<file path="config.mk">
export PLATFORM = sky130hd
export DESIGN_NAME = pfra_ram
export DESIGN_NICKNAME = d
export VERILOG_FILES = /design/src/design/pfra_ram.sv
export SDC_FILE = /design/constraint.sdc
export NUM_CORES = 2
export LEC_CHECK = 0
export ABC_AREA = 1
export BUFFER_PORTS_ARGS = -buffer_cell sky130_fd_sc_hd__buf_4
export CORE_UTILIZATION = 40
export CTS_BUF_LIST = sky130_fd_sc_hd__clkbuf_16
export CTS_CLUSTER_DIAMETER = 80
export DETAILED_ROUTE_END_ITERATION = 7
export SYNTH_ARGS = -nofsm -noshare
export SYNTH_HDL_FRONTEND = slang
export SYNTH_SLANG_ARGS = --single-unit
</file>
<file path="constraint.sdc">
create_clock -name clock -period 1.65 [get_ports clock]
set_clock_uncertainty 0.15 [all_clocks]
set_input_delay 0.165 -clock clock [delete_from_list [all_inputs] [get_ports clock]]
set_output_delay 0.165 -clock clock [all_outputs]
set_load 0.1 [all_outputs]
</file>
<file path="src/design/pfra_ram.sv">
`default_nettype none
// ----------------------------------------------------------------------------
// Generic single-port-write RAM
// One write port and one read port with the read data registered.
// ----------------------------------------------------------------------------
module pfra_ram #(
   parameter int WIDTH = 8,
   parameter int DEPTH = 256
) (
   input  wire logic                     clock,
   input  wire logic                     wr_en,
   input  wire logic [$clog2(DEPTH)-1:0] wr_addr,
   input  wire logic [WIDTH-1:0]         wr_data,
   input  wire logic                     rd_en,
   input  wire logic [$clog2(DEPTH)-1:0] rd_addr,
   output logic      [WIDTH-1:0]         rd_data
);

   logic [WIDTH-1:0] mem_ff [DEPTH];
   logic [WIDTH-1:0] rd_data_ff;

   always_ff @(posedge clock) begin
      if (wr_en) begin
         mem_ff[wr_addr] <= wr_data;
      end
      if (rd_en) begin
         rd_data_ff <= mem_ff[rd_addr];
      end
   end

   assign rd_data = rd_data_ff;

endmodule
`default_nettype wire

</file>
Word-level counts from Yosys, hierarchy flattened. Memories as Yosys holds them, arrays and structs flattened. A register that Yosys moved wholly into a read port is not among the register bits. Cells that the tools add are included.

Mux-type cells: 2.

Operators by type and width (number): two-way mux 1 bit (2).

Register bits: 0. Memory bits (writable): 2048. Input port bits: 27. Logic and storage cells: 3. Memories kept: 1.

Memory list: mem_ff (depth 256, width 8, read ports 1, clocked after memory_dff 1, wr ports 1, line 19) `logic [WIDTH-1:0] mem_ff [DEPTH];`.

Depth between registers and ports, before layout.
Word-level depth: 2. Mapped depth: 15.

Worst setup path before layout. No wires, ideal clock.

Path kind: input -> register. From: in wr_en. To: mem mem_ff[162][0], enable pin. Data arrival time: 1286 ps. Required time: 1130 ps. Slack: -156 ps. Stages on the path: 4. Path through: clkbuf_1 > nand3_1 > clkbuf_1 > nor2_1.

Longest elaborated chain between the ends: 2.

Ends and longest elaborated chain: start, declared (line 11) `input wire logic wr_en,`; two-way mux 1 bit (line 23) `if (wr_en) begin`; two-way mux 1 bit (not written as such) (line 24) `mem_ff[wr_addr] <= wr_data;`; end, declared (line 19).

Every way passes these cells.

Final worst setup path.
From: reg rd_data_ff[5] (netlist: rd_data[5]) (read register of mem_ff). To: out rd_data[5].

RTL lines: start, declared (line 20) `logic [WIDTH-1:0] rd_data_ff;`; end, declared (line 16) `output logic [WIDTH-1:0] rd_data`.

No word-level cell between the ends.

==> run metrics <==
failing checks=negative setup slack; filler instances=17,692; Synth area leader=edfxtp_1; CP max FO=1; Yosys top cell area share=74.0%; Detailed Route Iter0 Violations=6,263; first-pass GRT wire length=365 mm; Post-Route WL=246 mm; Layout area overhead=24.7%; GPL Wtd Cong=0.915; I/O Buffers=34; Setup crit end=rd_data[5]; Longest Clk Path Bufs=3; Worst Path Arrival=1.75 ns; WP data required=1.33 ns; Slew Viols, Final=0; Final #Nets=7,590; Crit path depth=1; CP startpoint=rd_data[5]; Final ANT Viol Nets=0; die height=459 um; Final Cycle Share=125%; maximum vdd drop=1.00 mV; launching point of the worst reg2reg path=mem_ff[75][4]; worst stage delay on the critical path=0.66 ns; post-synthesis instance total=7,003; # Max-Cap Violations=0; status=finished, violations left; worst reg-to-reg path cell count=10; Hold Crit Depth=5; Initial Util=40.3%; HP Class=in2reg; Static Leakage=37.4 nW; largest net degree at the start of global routing=62; WS Path Type=reg2out; sequential share of power=50.5%; Pint=0.0876 W; post-CTS setup buffers=0; most frequent cells in the layout=nand2_1, edfxtp_1, nand3_1, buf_4, nand3_2; Routed WL per cell=23.4 um; clock-pin transition on the worst setup and hold timing paths=0.06 ns; fmax=485 MHz; FF-to-FF End=rd_data[4]; Final Hold Fails=0; Pwr per Cell Area=1100 nW/um^2; share of post-route cells with drive strength above 1=22.1%; Synth Warn #=0; DP Worst Slack=-1.15 ns; Yosys cell types=13; Psw=0.0266 W; Ports=35; worst path buffer plus inverter count=1; htree depth=4; synth top area cells=edfxtp_1, nand3_1, nand2_1; Die ar.=211,000 sq um; final routed DRC violation total=0; minimum clock period=2.06 ns; CORE AREA=207,000 sq um; initial antenna violation count=11; FF+latch count, synth=2,056; CTS root buf=clkbuf_16; final worst slack=-0.413 ns; Design Power=0.114 W; CTS tree=built; Final setup viols=16; clk sink count=2,056; Slowest-stage cell, CP=edfxtp_1; Worst path top cell family by delay=flip-flops; clk_lat worst skew=0.86 ns; Remaining Overflow, GRT=0; Switching Share=23.3%; via count=57,555; Post-Synthesis Cell Area=83,500 sq um; Clock Power Share=41.6%; reg2reg setup slack=-0.14 ns; Slew HR=56.4%; Worst Tran Pin Value=0.653 ns; worst-path cell chain=buf_12; drt first pass iters=6; GRT Overall Usage=23.2%; Final HPWL DP=155 mm; startpoint types=flip-flop; Seq/Total Area, Yosys=74.0%; Mapped Nets=7,030; Syn Area/Cell=11.9 sq um; Gate power share=7.9%; Die X=459 um; num rows=167; unrepaired setup endpoints after global routing=yes; CTS Buf Count=211; vias in the first global route=55,962; commonest non-fill, non-tap cell in the layout=nand2_1; vias per cell=5.46; CP Capture Type=output port
-- cells in the mapped netlist, drive strengths merged --
cell type	number
nand2	2123
nor2	283
edfxtp	2056
inv	39
clkbuf	112
nand3	2019
buf	371
-- cells by family (layout without fill, tap and decap cells) --
logic type / count (synthesis) / in the layout / share of synthesized area [%]
buf+inv: 522 / 1262 / 3.12
simple gates: 4425 / 4425 / 22.9
other cells: 0 / 4 / 0
flops: 2056 / 2056 / 74.0
-- registers in the layout (all words and copies together) (netlist names) --
name     flops
rd_data      8
mem_ff    2048
-- worst min path at each step --
stage | startpoint | end
floorplan | wr_data[0] | mem_ff[0][0]
global placement | wr_data[5] | mem_ff[104][5]
detailed placement | wr_data[5] | mem_ff[104][5]
CTS | wr_en | mem_ff[223][3]
global route | wr_addr[2] | mem_ff[223][4]
finish | wr_addr[2] | mem_ff[223][3]
-- through the flow --
| stage | TNS (ns) | cell area [sq um] | utilization, % | hold WS [ns] | std cells |
|---|---|---|---|---|---|
| 3_5_place_dp | -423.55 | 93500 | 45.1 | 0.274 | 10126 |
| 4_1_cts | -3.80 | 103000 | 49.7 | 0.00374 | 10531 |
| 6_report | -3.12 | 104000 | 50.2 | 0.0302 | 10535 |
| 5_1_grt | -3.82 | 104000 | 50.2 | 0.0300 | 10535 |
| 2_1_floorplan | -39.77 | 83900 | - | 0.114 | 7003 |
| 3_3_place_gp | -406.37 | 93500 | 45.1 | 0.272 | 10126 |
-- worst reg2reg max path: stages (launching register included) --
cell and delay (ns):
edfxtp_1 0.36, nand2_1 0.08, nand3_1 0.11, nand3_1 0.11, nand3_2 0.12, nand3_4 0.13
nand3_4 0.11, nand3_4 0.14, nand2_4 0.08, nand2_4 0.08, nand2_1 0.06
-- repair_timing --
item                                   4_1_cts  5_1_grt
pin swaps                                  165      143
gates resized for setup                    474      215
hold buffers                                17        2
setup endpoints to repair                   16       41
endpoints found under the hold margin     2195       22
-- per-layer routing --
metal / part of all wire, % / GRT usage, % / wire length, um / up-vias
met2: 47 / 37.1 / 116000 / 2370
li1: - / - / - / 26066
met3: 7.8 / 3.47 / 19200 / 455
met1: 41 / 31.8 / 100000 / 28660
met5: 0.0085 / 0 / 21 / -
met4: 4.2 / 9.55 / 10300 / 4
-- power by group through the flow --
stage	clock, W	sequential, W	combinational [W]
6_report	0.0475	0.0577	0.00905
5_1_grt	0.0500	0.0576	0.00961
4_1_cts	0.0481	0.0577	0.00869
3_5_place_dp	0	0.0588	0.00795
3_3_place_gp	0	0.0588	0.00790
2_1_floorplan	0	0.0589	0.00361
-- cell type report --
type	count	area, sq um	share of cell area (%)
clock inverter	182	1620	1.56
timing repair buffer	830	8820	8.47
sequential	2056	61700	59.3
antenna	4	10.0	0.00961
clock buffer	211	5280	5.07
multi-input combinational	4425	23000	22.1
tap	2788	3490	3.35
inverter	39	180	0.173
Power figures use the tool's default switching activity.
